$ cat config.mk
export PLATFORM = sky130hd
export DESIGN_NAME = modular_exponent
export DESIGN_NICKNAME = d
export VERILOG_FILES = /design/src/sv/modexp_pkg.sv /design/src/sv/modexp_reducer.sv /design/src/sv/modexp_datapath.sv /design/src/sv/modexp_sequencer.sv /design/src/sv/modular_exponent.sv
export SDC_FILE = /design/constraint.sdc
export NUM_CORES = 2
export LEC_CHECK = 0
export ABC_CLOCK_PERIOD_IN_PS = 26100
export BUFFER_PORTS_ARGS = -buffer_cell sky130_fd_sc_hd__buf_2
export CAP_MARGIN = 20
export CORE_MARGIN = 8
export CORE_UTILIZATION = 35
export DETAILED_ROUTE_END_ITERATION = 10
export PLACE_DENSITY = 0.51
export SLEW_MARGIN = 20
export SYNTH_ARGS = -nofsm -noshare
export SYNTH_HDL_FRONTEND = slang
export SYNTH_SLANG_ARGS = --single-unit
export TNS_END_PERCENT = 100
$ cat constraint.sdc
create_clock -name clock -period 26.1 [get_ports clock]
set_input_delay 5.22 -clock clock [delete_from_list [all_inputs] [get_ports clock]]
set_output_delay 5.22 -clock clock [all_outputs]
set_load 0.02 [all_outputs]
$ cat src/sv/modexp_pkg.sv
// Shared types, constants and the control program of the modular exponent block.
// Used by the sequencer, datapath, reducer and top level; depends on nothing.
package modexp_pkg;

   localparam int OPB       = 31;
   localparam int PROD_BITS = 2 * OPB;
   localparam int CNT_BITS  = $clog2(OPB + 1);
   localparam int UPC_BITS  = 5;

   localparam logic [OPB-1:0] MODULUS_RESET = OPB'(1000000007);

   // Program addresses that are jump targets.
   localparam logic [UPC_BITS-1:0] UPC_IDLE     = UPC_BITS'(0);
   localparam logic [UPC_BITS-1:0] UPC_INIT_RED = UPC_BITS'(3);
   localparam logic [UPC_BITS-1:0] UPC_BASE_RED = UPC_BITS'(6);
   localparam logic [UPC_BITS-1:0] UPC_LOOP     = UPC_BITS'(8);
   localparam logic [UPC_BITS-1:0] UPC_MUL_RED  = UPC_BITS'(12);
   localparam logic [UPC_BITS-1:0] UPC_SQUARE   = UPC_BITS'(14);
   localparam logic [UPC_BITS-1:0] UPC_SQ_RED   = UPC_BITS'(16);
   localparam logic [UPC_BITS-1:0] UPC_FINISH   = UPC_BITS'(18);

   typedef enum logic [2:0] {
      MOP_NONE,
      MOP_ONE,
      MOP_BASE,
      MOP_ACC_SQ,
      MOP_SQ_SQ
   } mul_op_type;

   typedef enum logic [1:0] {
      DST_NONE,
      DST_ACC,
      DST_SQ
   } dst_type;

   typedef enum logic [2:0] {
      COND_NEVER,
      COND_ALWAYS,
      COND_NO_START,
      COND_RED_BUSY,
      COND_BIT_CLEAR,
      COND_EXP_ZERO
   } cond_type;

   typedef struct packed {
      mul_op_type          mul_op;
      logic                red_start;
      dst_type             dst;
      logic                exp_shift;
      logic                done;
      cond_type            cond;
      logic [UPC_BITS-1:0] target;
   } ucode_type;

   typedef struct packed {
      logic red_busy;
      logic exp_zero;
      logic exp_bit;
   } status_type;

   function automatic ucode_type uword(input mul_op_type mop, input logic rstart,
                                       input dst_type dst, input logic shift,
                                       input logic done, input cond_type cond,
                                       input logic [UPC_BITS-1:0] target);
      ucode_type w;
      w.mul_op    = mop;
      w.red_start = rstart;
      w.dst       = dst;
      w.exp_shift = shift;
      w.done      = done;
      w.cond      = cond;
      w.target    = target;
      return w;
   endfunction

   // Control store. The accumulator and running square are each formed by a
   // multiply into the product register and a reduction of that product.
   function automatic ucode_type ucode_rom(input logic [UPC_BITS-1:0] upc);
      ucode_type w;
      unique case (upc)
         5'd0:  w = uword(MOP_NONE,   1'b0, DST_NONE, 1'b0, 1'b0, COND_NO_START, UPC_IDLE);
         5'd1:  w = uword(MOP_ONE,    1'b0, DST_NONE, 1'b0, 1'b0, COND_NEVER,    UPC_IDLE);
         5'd2:  w = uword(MOP_NONE,   1'b1, DST_NONE, 1'b0, 1'b0, COND_NEVER,    UPC_IDLE);
         5'd3:  w = uword(MOP_NONE,   1'b0, DST_NONE, 1'b0, 1'b0, COND_RED_BUSY, UPC_INIT_RED);
         5'd4:  w = uword(MOP_BASE,   1'b0, DST_ACC,  1'b0, 1'b0, COND_NEVER,    UPC_IDLE);
         5'd5:  w = uword(MOP_NONE,   1'b1, DST_NONE, 1'b0, 1'b0, COND_NEVER,    UPC_IDLE);
         5'd6:  w = uword(MOP_NONE,   1'b0, DST_NONE, 1'b0, 1'b0, COND_RED_BUSY, UPC_BASE_RED);
         5'd7:  w = uword(MOP_NONE,   1'b0, DST_SQ,   1'b0, 1'b0, COND_NEVER,    UPC_IDLE);
         5'd8:  w = uword(MOP_NONE,   1'b0, DST_NONE, 1'b0, 1'b0, COND_EXP_ZERO, UPC_FINISH);
         5'd9:  w = uword(MOP_NONE,   1'b0, DST_NONE, 1'b0, 1'b0, COND_BIT_CLEAR, UPC_SQUARE);
         5'd10: w = uword(MOP_ACC_SQ, 1'b0, DST_NONE, 1'b0, 1'b0, COND_NEVER,    UPC_IDLE);
         5'd11: w = uword(MOP_NONE,   1'b1, DST_NONE, 1'b0, 1'b0, COND_NEVER,    UPC_IDLE);
         5'd12: w = uword(MOP_NONE,   1'b0, DST_NONE, 1'b0, 1'b0, COND_RED_BUSY, UPC_MUL_RED);
         5'd13: w = uword(MOP_NONE,   1'b0, DST_ACC,  1'b0, 1'b0, COND_NEVER,    UPC_IDLE);
         5'd14: w = uword(MOP_SQ_SQ,  1'b0, DST_NONE, 1'b1, 1'b0, COND_NEVER,    UPC_IDLE);
         5'd15: w = uword(MOP_NONE,   1'b1, DST_NONE, 1'b0, 1'b0, COND_NEVER,    UPC_IDLE);
         5'd16: w = uword(MOP_NONE,   1'b0, DST_NONE, 1'b0, 1'b0, COND_RED_BUSY, UPC_SQ_RED);
         5'd17: w = uword(MOP_NONE,   1'b0, DST_SQ,   1'b0, 1'b0, COND_ALWAYS,   UPC_LOOP);
         5'd18: w = uword(MOP_NONE,   1'b0, DST_NONE, 1'b0, 1'b1, COND_ALWAYS,   UPC_IDLE);
         default: w = uword(MOP_NONE, 1'b0, DST_NONE, 1'b0, 1'b0, COND_ALWAYS,   UPC_IDLE);
      endcase
      return w;
   endfunction

endpackage

$ cat src/sv/modexp_reducer.sv
// Iterative modular reducer: remainder of a double-width product by the modulus.
// One quotient bit per cycle, restoring compare and subtract; uses modexp_pkg.
module modexp_reducer (
   input  logic                           clock,
   input  logic                           reset,
   input  logic                           start,
   input  logic [modexp_pkg::PROD_BITS-1:0] prod,
   input  logic [modexp_pkg::OPB-1:0]     modulus,
   output logic                           busy,
   output logic [modexp_pkg::OPB-1:0]     rem
);
   import modexp_pkg::*;

   logic [OPB-1:0]      rem_ff, rem_in;
   logic [OPB-1:0]      low_ff, low_in;
   logic [CNT_BITS-1:0] cnt_ff, cnt_in;
   logic                busy_ff, busy_in;
   logic [OPB:0]        trial;

   // The upper half of a product of two reduced operands is already below the
   // modulus, so only the lower half needs to be shifted through.
   assign trial = {rem_ff, low_ff[OPB-1]};

   always_comb begin
      rem_in  = rem_ff;
      low_in  = low_ff;
      cnt_in  = cnt_ff;
      busy_in = busy_ff;
      if (start) begin
         rem_in  = prod[PROD_BITS-1:OPB];
         low_in  = prod[OPB-1:0];
         cnt_in  = CNT_BITS'(OPB);
         busy_in = 1'b1;
      end else if (busy_ff) begin
         if (trial >= {1'b0, modulus}) begin
            rem_in = OPB'(trial - {1'b0, modulus});
         end else begin
            rem_in = trial[OPB-1:0];
         end
         low_in = {low_ff[OPB-2:0], 1'b0};
         cnt_in = cnt_ff - CNT_BITS'(1);
         if (cnt_ff == CNT_BITS'(1)) begin
            busy_in = 1'b0;
         end
      end
   end

   always_ff @(posedge clock) begin
      rem_ff <= rem_in;
      low_ff <= low_in;
      if (reset) begin
         cnt_ff  <= '0;
         busy_ff <= 1'b0;
      end else begin
         cnt_ff  <= cnt_in;
         busy_ff <= busy_in;
      end
   end

   assign busy = busy_ff;
   assign rem  = rem_ff;

endmodule

$ cat src/sv/modexp_datapath.sv
// Datapath: operand registers, the multiplier with its product register and the reducer.
// Driven by one control word per cycle; uses modexp_pkg and modexp_reducer.
module modexp_datapath (
   input  logic                       clock,
   input  logic                       reset,
   input  logic                       load,
   input  logic [modexp_pkg::OPB-1:0] base_value,
   input  logic [modexp_pkg::OPB-1:0] exponent,
   input  logic [modexp_pkg::OPB-1:0] modulus,
   input  modexp_pkg::ucode_type      word,
   output modexp_pkg::status_type     status,
   output logic [modexp_pkg::OPB-1:0] result
);
   import modexp_pkg::*;

   logic [OPB-1:0]       base_ff, base_in;
   logic [OPB-1:0]       exp_ff, exp_in;
   logic [OPB-1:0]       acc_ff, acc_in;
   logic [OPB-1:0]       sq_ff, sq_in;
   logic [PROD_BITS-1:0] prod_ff, prod_in;
   logic [OPB-1:0]       mul_a, mul_b;
   logic                 red_busy;
   logic [OPB-1:0]       red_rem;

   always_comb begin
      unique case (word.mul_op)
         MOP_NONE: begin
            mul_a = '0;
            mul_b = '0;
         end
         MOP_ONE: begin
            mul_a = OPB'(1);
            mul_b = OPB'(1);
         end
         MOP_BASE: begin
            mul_a = base_ff;
            mul_b = OPB'(1);
         end
         MOP_ACC_SQ: begin
            mul_a = acc_ff;
            mul_b = sq_ff;
         end
         MOP_SQ_SQ: begin
            mul_a = sq_ff;
            mul_b = sq_ff;
         end
         default: begin
            mul_a = '0;
            mul_b = '0;
         end
      endcase
   end

   always_comb begin
      base_in = load ? base_value : base_ff;
      exp_in  = exp_ff;
      if (load) begin
         exp_in = exponent;
      end else if (word.exp_shift) begin
         exp_in = exp_ff >> 1;
      end
      prod_in = (word.mul_op == MOP_NONE) ? prod_ff : PROD_BITS'(mul_a) * PROD_BITS'(mul_b);
      acc_in  = (word.dst == DST_ACC) ? red_rem : acc_ff;
      sq_in   = (word.dst == DST_SQ) ? red_rem : sq_ff;
   end

   always_ff @(posedge clock) begin
      base_ff <= base_in;
      exp_ff  <= exp_in;
      acc_ff  <= acc_in;
      sq_ff   <= sq_in;
      prod_ff <= prod_in;
   end

   modexp_reducer u_reducer (
      .clock   (clock),
      .reset   (reset),
      .start   (word.red_start),
      .prod    (prod_ff),
      .modulus (modulus),
      .busy    (red_busy),
      .rem     (red_rem)
   );

   assign status.red_busy = red_busy;
   assign status.exp_zero = (exp_ff == '0);
   assign status.exp_bit  = exp_ff[0];

   // A modulus of zero has no reduction; the result is forced to zero.
   assign result = (modulus == '0) ? '0 : acc_ff;

endmodule

$ cat src/sv/modexp_sequencer.sv
// Microcode sequencer: step counter, control store lookup and conditional jumps.
// Uses the program and types in modexp_pkg.
module modexp_sequencer (
   input  logic                   clock,
   input  logic                   reset,
   input  logic                   start,
   input  modexp_pkg::status_type status,
   output modexp_pkg::ucode_type  word,
   output logic                   busy
);
   import modexp_pkg::*;

   logic [UPC_BITS-1:0] upc_ff, upc_in;
   ucode_type           cur;
   logic                take;

   assign cur = ucode_rom(upc_ff);

   always_comb begin
      unique case (cur.cond)
         COND_NEVER:     take = 1'b0;
         COND_ALWAYS:    take = 1'b1;
         COND_NO_START:  take = !start;
         COND_RED_BUSY:  take = status.red_busy;
         COND_BIT_CLEAR: take = !status.exp_bit;
         COND_EXP_ZERO:  take = status.exp_zero;
         default:        take = 1'b1;
      endcase
      upc_in = take ? cur.target : upc_ff + UPC_BITS'(1);
   end

   always_ff @(posedge clock) begin
      if (reset) begin
         upc_ff <= UPC_IDLE;
      end else begin
         upc_ff <= upc_in;
      end
   end

   assign word = cur;
   assign busy = (upc_ff != UPC_IDLE);

endmodule

$ cat src/sv/modular_exponent.sv
// Modular exponent top level: base to the exponent modulo a programmable modulus.
// Instantiates modexp_sequencer and modexp_datapath; uses modexp_pkg.
//
// A request is taken when start is high and busy is low; the result appears on
// rsp_power_result with rsp_valid high for exactly one cycle and cannot be held
// off. A request runs a setup phase, then a square for every exponent bit up to
// the highest set bit and a multiply for every set bit, then a finish step. Its
// run time is set by the reducer, which retires one remainder bit per cycle and
// is shared by every multiply and square. Exponent zero gives 1 mod modulus; a
// modulus of zero gives a result of zero. The modulus resets to 1000000007 and
// may only be written while busy is low and no result is pending.
module modular_exponent (
   input  logic                       clock,
   input  logic                       reset,
   input  logic                       start,
   output logic                       busy,
   input  logic [modexp_pkg::OPB-1:0] req_base_value,
   input  logic [modexp_pkg::OPB-1:0] req_exponent,
   output logic                       rsp_valid,
   output logic [modexp_pkg::OPB-1:0] rsp_power_result,
   input  logic                       csr_we,
   input  logic [modexp_pkg::OPB-1:0] csr_wdata
);
   import modexp_pkg::*;

   logic [OPB-1:0] modulus_ff, modulus_in;
   logic           rsp_valid_ff, rsp_valid_in;
   logic [OPB-1:0] rsp_result_ff, rsp_result_in;
   ucode_type      word;
   status_type     status;
   logic           seq_busy;
   logic           accept;
   logic [OPB-1:0] result;

   assign accept = start && !seq_busy;

   modexp_sequencer u_sequencer (
      .clock  (clock),
      .reset  (reset),
      .start  (start),
      .status (status),
      .word   (word),
      .busy   (seq_busy)
   );

   modexp_datapath u_datapath (
      .clock      (clock),
      .reset      (reset),
      .load       (accept),
      .base_value (req_base_value),
      .exponent   (req_exponent),
      .modulus    (modulus_ff),
      .word       (word),
      .status     (status),
      .result     (result)
   );

   always_comb begin
      modulus_in    = csr_we ? csr_wdata : modulus_ff;
      rsp_valid_in  = word.done;
      rsp_result_in = word.done ? result : rsp_result_ff;
   end

   always_ff @(posedge clock) begin
      rsp_result_ff <= rsp_result_in;
      if (reset) begin
         modulus_ff   <= MODULUS_RESET;
         rsp_valid_ff <= 1'b0;
      end else begin
         modulus_ff   <= modulus_in;
         rsp_valid_ff <= rsp_valid_in;
      end
   end

   assign busy             = seq_busy;
   assign rsp_valid        = rsp_valid_ff;
   assign rsp_power_result = rsp_result_ff;

   // The result word goes out as the program returns to idle.
   a_rsp_when_idle: assert property (@(posedge clock) disable iff (reset)
      rsp_valid |-> !busy)
      else $error("result word issued while the sequencer is running");

   a_rsp_single: assert property (@(posedge clock) disable iff (reset)
      rsp_valid |=> !rsp_valid)
      else $error("two result words in consecutive cycles");

   a_accept_runs: assert property (@(posedge clock) disable iff (reset)
      accept |=> busy)
      else $error("accepted word did not start the program");

   a_reducer_owned: assert property (@(posedge clock) disable iff (reset)
      status.red_busy |-> busy)
      else $error("reducer running while the sequencer is idle");

endmodule

# == Word-level counts from Yosys, hierarchy flattened ==
# Memory sizes are Yosys's and may differ from the RTL's. A register that Yosys moved wholly into a read port is not among the register bits.
# Index checks and enable logic that the tools add are counted.
# totals
reg_bits,322
mem_bits_ro,512
inputBits,97
memories,1
# memory_table
memory,words,word_bits,read_ports,rd_clocked_by_memory_dff,wr,line,rtl
(no name shown),32,16,1,1,0,modexp_pkg.sv:80,unique case (upc)
# op_classes
n_addsub,3
mul,1
order_cmp,1
n_eq_ne,11
muxes,17
reduce_logical,13
# ops
operator,n
2-to-1 mux 31 bit,7
one-hot mux 31 bit (4 select lines),1
zero test 31 bit,2
multiplier 31 x 31 -> 62 bit,1
one-hot mux 31 bit (2 select lines),1
greater-or-equal comparator 32 x 31 -> 1 bit,1
subtractor 31 bit,1
2-to-1 mux 5 bit,4
"== test 3 x 2 -> 1 bit, second input constant",4
"== test 3 bit, second input constant",3
zero test 3 bit,2
"adder 5 x 1 -> 5 bit, second input constant",1
"== test 5 x 1 -> 1 bit, second input constant",1
one-hot mux 1 bit (5 select lines),1
nonzero test 5 bit,1
"subtractor 5 x 1 -> 5 bit, second input constant",1
nonzero test 2 bit,2
OR reduction 2 bit,2
"== test 3 x 1 -> 1 bit, second input constant",1
zero test 1 bit,3
2-to-1 mux 1 bit,3
"== test 2 x 1 -> 1 bit, second input constant",1
"== test 2 bit, second input constant",1
logical AND 1 bit,1

# == Logic depth before layout (Yosys ltp) ==
# depth
ltp_word,4
mapped_depth,38

# == Modules after synthesis ==
# From an unflattened synthesis, not the netlist that was laid out.
# hier_totals
cells_unflattened,4699
hier_area_um2,45929.0
# by_module_without_submodules
mod,instances,cells_per_inst,area_per_inst_um2,seq_area_each_um2
modexp_datapath,1,3940,37519.7,5585.4
modexp_reducer,1,502,5191.2,1981.9
modular_exponent,1,135,2107.0,1571.5
modexp_sequencer,1,122,1111.1,400.4

# == Least setup slack after synthesis ==
# OpenSTA, ideal clock, no wires.
# synth_timing
kind,reg2reg
start,register u_sequencer.word[13] (netlist name)
end,"register u_datapath.prod_ff[59], data pin"
t_arrival_ns,8.428
required_ns,25.826
slack_ns,17.398
stages_incl_launch_ff,35
n_path_buf,6
cell_sequence,dfxtp_1 clkbuf_1 nor2_1 and2_1 o21bai_1 clkbuf_1 clkbuf_1 clkbuf_1 nand2_1 clkbuf_1 nor2_1 fa_1 fa_1 fa_1 inv_1 fa_1 inv_1 fa_1 fa_1 fa_1 inv_1 fa_1 inv_1 ha_1 clkbuf_2 and3_2 nand3_1 and4bb_2 a21oi_1 o21ai_1 a41oi_1 o21ai_1 a21oi_1 o41ai_1 xor2_1
# synth_via
elab_chain_len,4
# synth_lines
item,line,rtl
"== test 3 x 2 -> 1 bit, or another cell as far along",modexp_datapath.sv:26,unique case (word.mul_op)
OR reduction 2 bit (no source line),n/a,
one-hot mux 31 bit (2 select lines),modexp_datapath.sv:26,
multiplier 31 x 31 -> 62 bit *,modexp_datapath.sv:62,prod_in = (word.mul_op == MOP_NONE) ? prod_ff : PROD_BITS'(mul_a) * PROD_BITS'(mul_b);
"end signal, assigned",modexp_datapath.sv:72,prod_ff <= prod_in;
"end, declared",modexp_datapath.sv:20,"logic [PROD_BITS-1:0] prod_ff, prod_in;"
# Every way passes the cells marked *; elsewhere a longest branch is shown, timed or not.
# A chain may end at the register's enable or synchronous reset.

==> flow_metrics.py <==
metrics = {
    "floorplan": {
        "ios": 130,
        "initial_core_util": 0.351,
        "fp.dieH_um": 376,
        "die_area_um2": 141000,
        "chipWidth_um": 376,
        "fp.coreArea_um2": 129000,
        "rows": 132,
    },
    "synthesis": {
        "synth_area_leaders": "fa_1, edfxtp_1, ha_1, inv_1, nand2_1",
        "yosysWarningCount": 0,
        "synth-edff-count": 279,
        "ys_ff_latch": 337,
        "ys.flop_type": "edfxtp_1",
        "synth_cell_type_count": 80,
        "yosysTopAreaCellShare": 0.371,
        "synthArstFlopShare": 0,
        "syn_avg_cell_area_um2": 9.66,
        "yosysSeqAreaShare": 0.211,
        "netlist_instances": 4682,
        "syn-num-nets": 5911,
        "synth_top_cell_by_area": "fa_1",
        "netlist_area_um2": 45200,
    },
    "clock_network": {
        "max-clock-path-buffers": 3,
        "cts_tree": "yes",
        "clk_pin_slew_worst_paths_ps": 70,
        "insertion_delay_ps": 580,
        "cts-root-buf": "clkbuf_16",
        "cts-resized-gates": 0,
        "cts_setup_buffers": 0,
        "cts_hold_buf": 0,
        "cts_sinks": 337,
        "ctsHtreeMaxLevel": 2,
        "numCtsBuffers": 38,
    },
    "placed_design": {
        "place_area_um2": 47900,
        "hpwl_um": 116000,
        "dpl_worst_slack_ps": 15680,
        "io_buffers": 129,
        "gp_congestion": 0.926,
        "placed_cells": 6339,
    },
    "global_route": {
        "grt_max_degree": 72,
        "antenna_found_initial": 5,
        "grt_usage": 0.216,
        "grt_overflow_total": 0,
        "grt_pass1_vias": 34815,
        "grt_first_pass_wirelength_um": 228000,
    },
    "timing": {
        "setup_slack_ps": 15580,
        "slew_violations": 0,
        "rsz0062_at_grt": "false",
        "slew_headroom": 0.231,
        "fin_skew_ps": 30.7,
        "fmax_ghz": 0.0950,
        "setup_violations": 0,
        "tns_ps": 0,
        "worst-slew-pin-transition_ps": 1150,
        "whs_ps": 500,
        "fin_crit_ps": 10520,
        "fin_crit_sh": 0.403,
        "hold_viol": 0,
    },
    "route": {
        "met2WireLength_um": 67500,
        "routed_wl_um": 152000,
        "ant_nets": 0,
        "vias": 33230,
        "topRoutingLayerUsed": "met5",
        "drtIter0Drc": 2849,
        "wl_per_cell_um": 23.7,
        "drt_pre_antenna_iters": 5,
        "wl_met3_um": 11500,
        "vias_per_cell": 5.18,
        "met1_length_um": 64500,
        "drc": 0,
    },
    "run_status": {
        "status": "finished clean",
    },
    "critical_path": {
        "cp-start-kind": "flop",
        "critPathKind": "reg2reg",
        "required_ps": 26410,
        "slowest_stage": "and2_1",
        "slowest_delay_ps": 870,
        "crit_fanout": 66,
        "regToRegSetupSlack_ps": 15580,
        "critPathArrivalTime_ps": 10830,
        "cp-end-kind": "flop",
        "cpMostUsedCell": "fa_1",
    },
    "pwr": {
        "power_density_nw_per_um2": 37.6,
        "clockPowerShare": 0.306,
        "p_total_mw": 1.85,
        "comb_power_share": 0.273,
        "ir_worst_vdd_mv": 0.0466,
        "p_int_mw": 1.25,
        "power_frac_seq": 0.421,
        "swShare": 0.325,
        "switchingPower_mw": 0.602,
        "power.leakage_nw": 22.5,
    },
    "worst_hold_path": {
        "hold_path.class": "reg2reg",
    },
    "final_layout": {
        "drive_gt1_frac": 0.0864,
        "nNetsFinal": 5933,
        "utilization": 0.382,
        "seq_area_um2": 9550,
        "area_delta_synth_final_pct": 8.81,
        "layoutNonFillerInstCount": 6411,
        "fillCellCount": 13080,
        "multiInputGateArea_um2": 31800,
        "stdcell_area_um2": 49200,
    },
    "job": {
        "maxCapViolations": 0,
    },
}
==> cell usage after synthesis (7+ instances only) <==
cell and n:
a21o_1 61, a21oi_1 86, a221o_1 8, a31oi_1 14, and2_1 36, and3_1 13, buf_1 17, clkbuf_1 216
dfxtp_1 58, edfxtp_1 279, fa_1 838, ha_1 294, inv_1 829, mux2_2 56, mux2_4 9, mux2i_1 65
nand2_1 693, nand2b_1 8, nand3_1 27, nand4_1 17, nor2_1 584, nor2b_1 49, nor3_1 19, nor4_1 18
o211ai_1 21, o21a_1 46, o21ai_0 78, o21ai_1 19, o21bai_1 16, o31ai_1 8, or2_2 7, xnor2_1 54
xor2_1 37
==> power groups by stage <==
stage          Clock [mW]  Combinational, mW  Sequential, mW
2_1_floorplan           0              0.366           0.751
3_3_place_gp            0              0.499           0.789
3_5_place_dp            0              0.502           0.788
4_1_cts             0.580              0.506           0.779
5_1_grt             0.602              0.552           0.787
6_report            0.567              0.506           0.779
==> cells in the final DEF (no fill, tap or decap), types with 34 or more instances in the layout <==
master / Yosys / layout
xnor2_1: 54 / 54
fa_1: 838 / 838
dfxtp_1: 58 / 55
buf_4: 0 / 95
o21ai_0: 78 / 61
edfxtp_1: 279 / 279
xor2_1: 37 / 37
mux2_2: 56 / 56
nor2_1: 584 / 580
ha_1: 294 / 294
and2_1: 36 / 34
buf_2: 6 / 129
a21oi_1: 86 / 85
clkbuf_16: 0 / 38
inv_1: 829 / 828
mux2i_1: 65 / 65
nor2b_1: 49 / 47
nand2_1: 693 / 693
o21a_1: 46 / 43
a21o_1: 61 / 61
==> logic make-up after synthesis <==
| kind of cell | synth area share |
|---|---|
| buffers and inverters | 0.0895 |
| adders and majority gates | 0.452 |
| xor gates and xnor gates | 0.0176 |
| muxes | 0.0321 |
| DFF | 0.211 |
| AOI/OAI and AO/OA | 0.0593 |
| and+or+nand+nor | 0.138 |
==> metal layers <==
| metal | vias up | global-route usage |
|---|---|---|
| li1 | 14540 | - |
| met1 | 17025 | 0.297 |
| met2 | 1359 | 0.337 |
| met3 | 300 | 0.0326 |
| met4 | 6 | 0.0944 |
| met5 | - | 0 |
==> path summary, 6_finish.rpt <==
kind	start	endpoint	depth (start not counted)
max	u_sequencer.word[9]	u_datapath.prod_ff[59]	30
max reg2reg	u_sequencer.word[9]	u_datapath.prod_ff[59]	30
min	u_sequencer.word[0]	u_sequencer.upc_ff[0]	2
min reg2reg	u_sequencer.word[0]	u_sequencer.upc_ff[0]	2
==> worst max-delay path, delay by kind of cell (launching register included) <==
kind	cells	cell delay [ps]
AND/OR/NAND/NOR	6	1910
adder cells (fa/ha/maj)	9	4300
buffers and inverters	7	1170
flip-flops	1	550
AO/OA/AOI/OAI	7	2140
XOR/XNOR	1	170
==> final cells by class <==
cell class	count	area share
Inverter	829	0.0632
Multi-Input combinational cell	3273	0.646
Clock buffer	48	0.0207
Tap cell	1675	0.0426
Clock inverter	21	0.00592
Sequential cell	337	0.194
Timing Repair Buffer	225	0.0279
Antenna cell	3	0.000153
==> registers in the layout (all words and copies together), names as in the netlist <==
register and count:
u_datapath.prod_ff 62, u_datapath.sq_ff 31, u_datapath.u_reducer.rem 31, u_datapath.u_reducer.cnt_ff 5, rsp_valid 1, modulus_ff 31
u_datapath.u_reducer.busy 1, u_datapath.exp_ff 31, u_datapath.base_ff 31, u_sequencer.upc_ff 5, u_datapath.acc_ff 31, rsp_power_result 31
u_sequencer.word 15, u_datapath.u_reducer.low_ff 31
(Power assumes the default switching activity.)
